## src/rtl/svpq_pkg.sv

```systemverilog
// Package with the transaction types, operation codes and defaults of the voice priority queue.
`timescale 1ns / 1ps

package svpq_pkg;

  localparam int QUEUE_DEPTH_DEF = 16;

  localparam logic [1:0] OP_ADD    = 2'd0;
  localparam logic [1:0] OP_RETIRE = 2'd1;
  localparam logic [1:0] OP_CLEAR  = 2'd2;

  typedef struct packed {
    logic [1:0]         operation;
    logic signed [15:0] priority_req;
    logic [15:0]        voice_handle;
  } req_t;

  typedef struct packed {
    logic        evicted_valid;
    logic [15:0] evicted_handle;
    logic [4:0]  entry_count;
  } rsp_t;

  typedef struct packed {
    logic signed [15:0] prio;
    logic [15:0]        handle;
  } entry_t;

endpackage

```

## src/rtl/sound_voice_priority_queue_unit.sv

```systemverilog
// Top level of the voice priority queue: request sequencer, entry memory and response register.
//
//   Channel | Direction | Handshake            | Payload
//   req     | in        | req_valid, req_stall | req (req_t)
//   rsp     | out       | rsp_valid, rsp_stall | rsp (rsp_t)
//
// One request is worked at a time; each entry walked takes a memory read and
// then the compare and write back on the registered read data.
// Retire walks every entry in the list; clear and unused codes walk none.
// Reset empties the list at once; the memory holds no reset value and needs no clearing pass.
// A stalled response is held in its register while the next request is taken and worked.
`timescale 1ns / 1ps

module sound_voice_priority_queue_unit import svpq_pkg::*; #(
  parameter int QUEUE_DEPTH = QUEUE_DEPTH_DEF
) (
  input  logic clk,
  input  logic rst,
  input  logic req_valid,
  output logic req_stall,
  input  req_t req,
  output logic rsp_valid,
  input  logic rsp_stall,
  output rsp_t rsp
);

  localparam int AW = QUEUE_DEPTH > 1 ? $clog2(QUEUE_DEPTH) : 1;
  localparam int CW = $clog2(QUEUE_DEPTH + 1);

  typedef enum logic [3:0] {
    S_IDLE = 4'b0001,
    S_RD   = 4'b0010,
    S_EV   = 4'b0100,
    S_DONE = 4'b1000
  } state_t;

  typedef enum logic [2:0] {
    M_BACK   = 3'b001,
    M_FWD    = 3'b010,
    M_RETIRE = 3'b100
  } mode_t;

  state_t        state, state_next;
  mode_t         mode, mode_next;
  logic [CW-1:0] k, k_next;
  logic [CW-1:0] w, w_next;
  logic [CW-1:0] fill, fill_next;
  req_t          cur, cur_next;
  logic          ev_valid, ev_valid_next;
  logic [15:0]   ev_handle, ev_handle_next;

  logic          mem_we, mem_re;
  logic [AW-1:0] mem_waddr, mem_raddr;
  entry_t        mem_wdata, mem_rdata;
  entry_t        new_entry;
  logic [CW-1:0] k_dec;
  logic [CW+4:0] count_wide;

  assign new_entry  = '{prio: cur.priority_req, handle: cur.voice_handle};
  assign k_dec      = k - CW'(1);
  assign count_wide = {5'd0, fill};
  assign req_stall  = (state != S_IDLE);

  svpq_ram #(
    .WIDTH($bits(entry_t)),
    .DEPTH(QUEUE_DEPTH)
  ) u_ram (
    .clk  (clk),
    .we   (mem_we),
    .waddr(mem_waddr),
    .wdata(mem_wdata),
    .re   (mem_re),
    .raddr(mem_raddr),
    .rdata(mem_rdata)
  );

  always_comb begin
    state_next     = state;
    mode_next      = mode;
    k_next         = k;
    w_next         = w;
    fill_next      = fill;
    cur_next       = cur;
    ev_valid_next  = ev_valid;
    ev_handle_next = ev_handle;
    mem_we         = 1'b0;
    mem_waddr      = '0;
    mem_wdata      = new_entry;
    mem_re         = 1'b0;
    mem_raddr      = '0;

    unique case (state)
      S_IDLE: begin
        if (req_valid) begin
          cur_next       = req;
          ev_valid_next  = 1'b0;
          ev_handle_next = '0;
          k_next         = '0;
          w_next         = '0;
          state_next     = S_DONE;
          case (req.operation)
            OP_ADD: begin
              state_next = S_RD;
              if (fill == CW'(QUEUE_DEPTH)) begin
                mode_next     = M_FWD;
                ev_valid_next = 1'b1;
              end else begin
                mode_next = M_BACK;
                k_next    = fill;
              end
            end
            OP_RETIRE: begin
              mode_next  = M_RETIRE;
              state_next = S_RD;
            end
            OP_CLEAR: begin
              fill_next = '0;
            end
            default: begin
            end
          endcase
        end
      end
      S_RD: begin
        unique case (mode)
          M_BACK: begin
            if (k == '0) begin
              mem_we     = 1'b1;
              mem_waddr  = '0;
              fill_next  = fill + CW'(1);
              state_next = S_DONE;
            end else begin
              mem_re     = 1'b1;
              mem_raddr  = k_dec[AW-1:0];
              state_next = S_EV;
            end
          end
          M_FWD: begin
            if (k == CW'(QUEUE_DEPTH)) begin
              mem_we     = 1'b1;
              mem_waddr  = k_dec[AW-1:0];
              state_next = S_DONE;
            end else begin
              mem_re     = 1'b1;
              mem_raddr  = k[AW-1:0];
              state_next = S_EV;
            end
          end
          M_RETIRE: begin
            if (k == fill) begin
              fill_next  = w;
              state_next = S_DONE;
            end else begin
              mem_re     = 1'b1;
              mem_raddr  = k[AW-1:0];
              state_next = S_EV;
            end
          end
        endcase
      end
      S_EV: begin
        state_next = S_RD;
        unique case (mode)
          M_BACK: begin
            mem_we    = 1'b1;
            mem_waddr = k[AW-1:0];
            if (mem_rdata.prio > cur.priority_req) begin
              mem_wdata = mem_rdata;
              k_next    = k_dec;
            end else begin
              fill_next  = fill + CW'(1);
              state_next = S_DONE;
            end
          end
          M_FWD: begin
            if (k == '0) begin
              ev_handle_next = mem_rdata.handle;
              k_next         = CW'(1);
            end else begin
              mem_we    = 1'b1;
              mem_waddr = k_dec[AW-1:0];
              if (mem_rdata.prio <= cur.priority_req) begin
                mem_wdata = mem_rdata;
                k_next    = k + CW'(1);
              end else begin
                state_next = S_DONE;
              end
            end
          end
          M_RETIRE: begin
            k_next = k + CW'(1);
            if (mem_rdata.handle != cur.voice_handle) begin
              mem_we    = 1'b1;
              mem_waddr = w[AW-1:0];
              mem_wdata = mem_rdata;
              w_next    = w + CW'(1);
            end
          end
        endcase
      end
      S_DONE: begin
        if (!rsp_valid || !rsp_stall) begin
          state_next = S_IDLE;
        end
      end
    endcase
  end

  always_ff @(posedge clk) begin
    if (rst) begin
      state     <= S_IDLE;
      mode      <= M_BACK;
      fill      <= '0;
      rsp_valid <= 1'b0;
    end else begin
      state <= state_next;
      mode  <= mode_next;
      fill  <= fill_next;
      if (state == S_DONE && (!rsp_valid || !rsp_stall)) begin
        rsp_valid <= 1'b1;
      end else if (!rsp_stall) begin
        rsp_valid <= 1'b0;
      end
    end
  end

  always_ff @(posedge clk) begin
    k         <= k_next;
    w         <= w_next;
    cur       <= cur_next;
    ev_valid  <= ev_valid_next;
    ev_handle <= ev_handle_next;
    if (state == S_DONE && (!rsp_valid || !rsp_stall)) begin
      rsp.evicted_valid  <= ev_valid;
      rsp.evicted_handle <= ev_handle;
      rsp.entry_count    <= count_wide[4:0];
    end
  end

endmodule

```

## src/rtl/svpq_ram.sv

```systemverilog
// Generic single-port-write, single-port-read RAM with a registered read.
`timescale 1ns / 1ps

module svpq_ram #(
  parameter int WIDTH = 32,
  parameter int DEPTH = 16
) (
  input  logic                                 clk,
  input  logic                                 we,
  input  logic [(DEPTH > 1 ? $clog2(DEPTH) : 1)-1:0] waddr,
  input  logic [WIDTH-1:0]                     wdata,
  input  logic                                 re,
  input  logic [(DEPTH > 1 ? $clog2(DEPTH) : 1)-1:0] raddr,
  output logic [WIDTH-1:0]                     rdata
);

  logic [WIDTH-1:0] mem [DEPTH];

  always_ff @(posedge clk) begin
    if (we) begin
      mem[waddr] <= wdata;
    end
    if (re) begin
      rdata <= mem[raddr];
    end
  end

endmodule
```

## config.mk

```make
export PLATFORM = sky130hd
export DESIGN_NAME = sound_voice_priority_queue_unit
export DESIGN_NICKNAME = d
export VERILOG_FILES = /design/src/rtl/svpq_pkg.sv /design/src/rtl/sound_voice_priority_queue_unit.sv /design/src/rtl/svpq_ram.sv
export SDC_FILE = /design/constraint.sdc
export NUM_CORES = 1
export LEC_CHECK = 0
export CORE_MARGIN = 2
export CORE_UTILIZATION = 32
export CTS_BUF_LIST = sky130_fd_sc_hd__clkbuf_8
export DETAILED_ROUTE_END_ITERATION = 16
export DONT_BUFFER_PORTS = 1
export GPL_TIMING_DRIVEN = 0
export HOLD_SLACK_MARGIN = 0.06
export PLACE_DENSITY = 0.46
export SYNTH_ARGS = -nofsm -noshare
export SYNTH_HDL_FRONTEND = slang
export SYNTH_HIERARCHICAL = 1
export SYNTH_SLANG_ARGS = --single-unit
```

## constraint.sdc

```tcl
create_clock -name clk -period 15.6 [get_ports clk]
set_clock_uncertainty 0.05 [all_clocks]
set_input_delay 3.12 -clock clk [delete_from_list [all_inputs] [get_ports clk]]
set_output_delay 3.12 -clock clk [all_outputs]
set_load 0.005 [all_outputs]
```

==> run_results.csv <==
group,metric,value,unit
finish,final_util,37.54,%
worst_setup_path,r2r_start,"k[0]$_DFFE_PP_",
floorplanning,die_h,285.5,µm
finish,layout.nets,1487,
detailed_routing,drtIter0Drc,1046,
clock_network,cts_tree,"built",
power,leakage,9.347,nW
worst_setup_path,ff2ff_setup_slack,10.47,ns
finish,drive_gt1_share,25.71,%
worst_setup_path,worstPathMaxFanout,20,
synth,ys_seq_area_share,75.04,%
synth,netlist_area,25360,µm²
sta,holdWs,0.3657,ns
power,clock_power_share,39.9,%
sta,hold_violations,0,
floorplanning,start_util,32.20,%
placement,place_congestion,0.8257,
floorplanning,core,78740,µm²
synth,synth-edff-count,625,
power,switching_share,22.52,%
floorplanning,rows,103,
worst_setup_path,worstPathArrival,5.48,ns
synth,synth-xor-area-share,1.071,%
finish,fin_area,29560,µm²
power,pwr-share-seq,55.7,%
worst_setup_path,cp_num_buf_inv,3,
detailed_routing,drc,0,
sta,setup_ws,10.47,ns
clock_network,clock_latency,0.72,ns
clock_network,cts-root-buf,"clkbuf_8",
synth,yosysTopAreaCell,"edfxtp_1",
synth,synth_compound_area_share,4.100,%
worst_setup_path,cp-end-kind,"flop",
worst_setup_path,r2r_end,"u_ram/mem[3][27]$_DFFE_PP_",
synth,yosys.area.top_type_share,74.01,%
floorplanning,die_area,81510,µm²
sta,finalSetupViolCount,0,
placement,dp.cells,2369,
worst_setup_path,path_delay_family,"simple AND/OR/NAND/NOR gates",
worst_setup_path,crit_chain,"clkbuf_1, inv_1, ha_1, nor4b_1, nor2_1, a222oi_1, o21ai_0, or3b_2, nor2_4, buf_16",
synth,yosys_warnings,6,
clock_network,cts_buffers,107,
clock_network,cts_max_path_buffers,3,
clock_network,clkSlewWorstSetupHoldPaths,0.06,ns
synth,synthArstFlopShare,0,%
placement,preCtsSetupSlack,10.63,ns
worst_setup_path,worst_r2r_path_depth,10,
grt,grt_overflow,0,
sta,max-slew-margin-rel,8.544,%
detailed_routing,routed_wl,65520,µm
synth,yosys.area_share.simple,3.849,%
detailed_routing,dr.pass1.iters,5,
synth,synth_area_per_cell,19.86,µm²
grt,grt_pass1_vias,13430,
sta,rsz0062_at_grt,"no",
synth,synth.distinct_cells,64,
synth,synthTopCellsByArea,"edfxtp_1 (74%), mux4_2 (11%), a22oi_1 (2.0%)",
worst_setup_path,slowest_delay,1.10,ns
outcome,status,"completed",
clock_network,numClockSinks,638,
clock_network,ctsHoldBuffers,0,
worst_setup_path,critPathLaunchType,"flop",
finish,area_growth,16.58,%
worst_setup_path,path_depth,10,
worst_setup_path,crit_type,"flop to flop",
clock_network,htreeDepth,3,
clock_network,cts_setup_buffers,0,
power,max-vdd-ir-drop,0.05764,mV
synth,synth_mux_area_share,13.32,%
grt,grt.total_usage,16.20,%
sta,final.min_clock_period,5.131,ns
sta,worstMarginPinSlew,1.353,ns
grt,grt_pass1_wl,94940,µm
power,p_switching,779.8,µW
placement,io_buffers,0,
sta,finalSetupTns,0,ns
worst_hold_path,hold_path_class,"flop to flop",
detailed_routing,wl_per_cell,25.57,µm
synth,synth_ff_type,"edfxtp_1",
worst_setup_path,required,15.95,ns
power,power.internal,2.684,mW
detailed_routing,via_count,13030,
power,power_density,117.2,nW/µm²
grt,antenna_found_initial,3,
synth,synth_top_family_by_area,"multiplexers",
run,cap_violations,0,
synth,synthAdderAreaFrac,1.036,%
floorplanning,die_w,285.5,µm
worst_setup_path,slowest_stage,"nor4b_1",
power,total_power,3.464,mW
sta,slew_viol_final,0,
placement,post_dp_cell_area,27600,µm²
worst_setup_path,crit_path_start,"k[0]$_DFFE_PP_",
power,comb_power_share,4.4,%
floorplanning,ios,62,
synth,ys_seq_elements,638,
finish,instances_no_fill,2562,
synth,syn_nets,1336,
placement,hpwl,43000,µm
grt,grt_max_degree,24,
synth,post_synth_inst_count,1277,
sta,fmax,0.1949,GHz
sta,fin_crit_sh,32.89,%
detailed_routing,via_per_inst,5.085,
worst_setup_path,crit_end,"u_ram/mem[3][27]$_DFFE_PP_",
detailed_routing,final_antenna_net_count,0,
clock_network,cts_resized,0,
[cells by family (layout without fill, tap and decap cells)]
kind of cell	Yosys count	count (layout)
AOI/OAI and AO/OA	147	147
buffers and inverters	90	322
and+or+nand+nor	188	188
muxes	162	162
other	0	3
DFF	638	638
xor gates and xnor gates	31	31
adders and majority gates	21	21
[cell usage after synthesis (13+ instances only)]
cell,n
inv_1,30
edfxtp_1,625
xor2_1,20
nand2_1,58
ha_1,21
o21ai_0,17
clkbuf_1,30
dfxtp_1,13
a21oi_1,24
nor2_1,41
a22oi_1,67
mux2_4,30
mux4_2,128
and2_1,21
[final cells by class]
class | instances | area [µm²]
repair buffers | 42 | 798.3
multi-input cells | 549 | 6052
inverters | 30 | 112.6
plain buffers | 60 | 290.3
diodes | 3 | 7.507
clock inverters | 80 | 446.7
clock buffers | 110 | 1514
well taps | 1050 | 1314
fillers | 7274 | 49180
flip-flops and latches | 638 | 19030
[power by group through the flow]
| stage | logic [mW] | registers, mW | clock network [mW] |
|---|---|---|---|
| 6_report | 0.152 | 1.93 | 1.38 |
| 5_1_grt | 0.167 | 1.93 | 1.51 |
| 4_1_cts | 0.154 | 1.93 | 1.43 |
| 3_5_place_dp | 0.154 | 1.96 | 0 |
| 3_3_place_gp | 0.148 | 1.97 | 0 |
| 2_1_floorplan | 0.102 | 1.96 | 0 |
[layer usage]
layer	part of all wire [%]	up-vias	wire length, µm	GRT usage (%)
met4	2.5	0	1607	5.209
li1	-	5561	-	-
met3	5.8	102	3779	3.429
met1	45	6943	29800	23.00
met5	0	-	0	0
met2	46	421	30340	24.91
[cell usage in the layout (no fill, tap or decap), types with 4 or more instances in the layout]
cell,count
buf_12,6
xnor2_1,11
nor4_1,4
nor3_2,4
buf_4,12
o21ai_0,16
xor2_1,20
nand3_1,11
nor3b_1,6
buf_2,7
nor2_4,13
o22ai_1,5
nor3_1,6
nand2_1,58
dfxtp_1,13
and2_1,21
a22oi_1,67
clkinvlp_4,4
buf_16,17
clkbuf_1,30
bufinv_16,4
clkinv_2,11
inv_1,67
a21oi_1,23
buf_6,17
mux2_4,30
and3_1,4
nor2_1,28
edfxtp_1,625
mux4_2,128
ha_1,21
clkbuf_8,110
nand4_1,8
clkinv_1,22
buf_1,11
[worst min-delay path by stage]
stage                                     start  cells after the start                end  slack, ns
floorplan            ev_handle[5]$_SDFFCE_PN0P_                      0  rsp[10]$_DFFE_PP_       0.35
CTS                 ev_handle[15]$_SDFFCE_PN0P_                      0  rsp[20]$_DFFE_PP_       0.37
global placement     ev_handle[6]$_SDFFCE_PN0P_                      0  rsp[11]$_DFFE_PP_       0.36
detailed placement  ev_handle[14]$_SDFFCE_PN0P_                      0  rsp[19]$_DFFE_PP_       0.36
global route        ev_handle[11]$_SDFFCE_PN0P_                      0  rsp[16]$_DFFE_PP_       0.38
finish              ev_handle[15]$_SDFFCE_PN0P_                      0  rsp[20]$_DFFE_PP_       0.37
[registers in the layout (all words and copies together) (netlist names), 4 cells and up]
signal and flops:
cur 32, k 5, w 5, ev_handle 16, u_ram/rdata 32, u_ram/mem 512, state 4, fill 5
rsp 22
(Power assumes the default switching activity.)
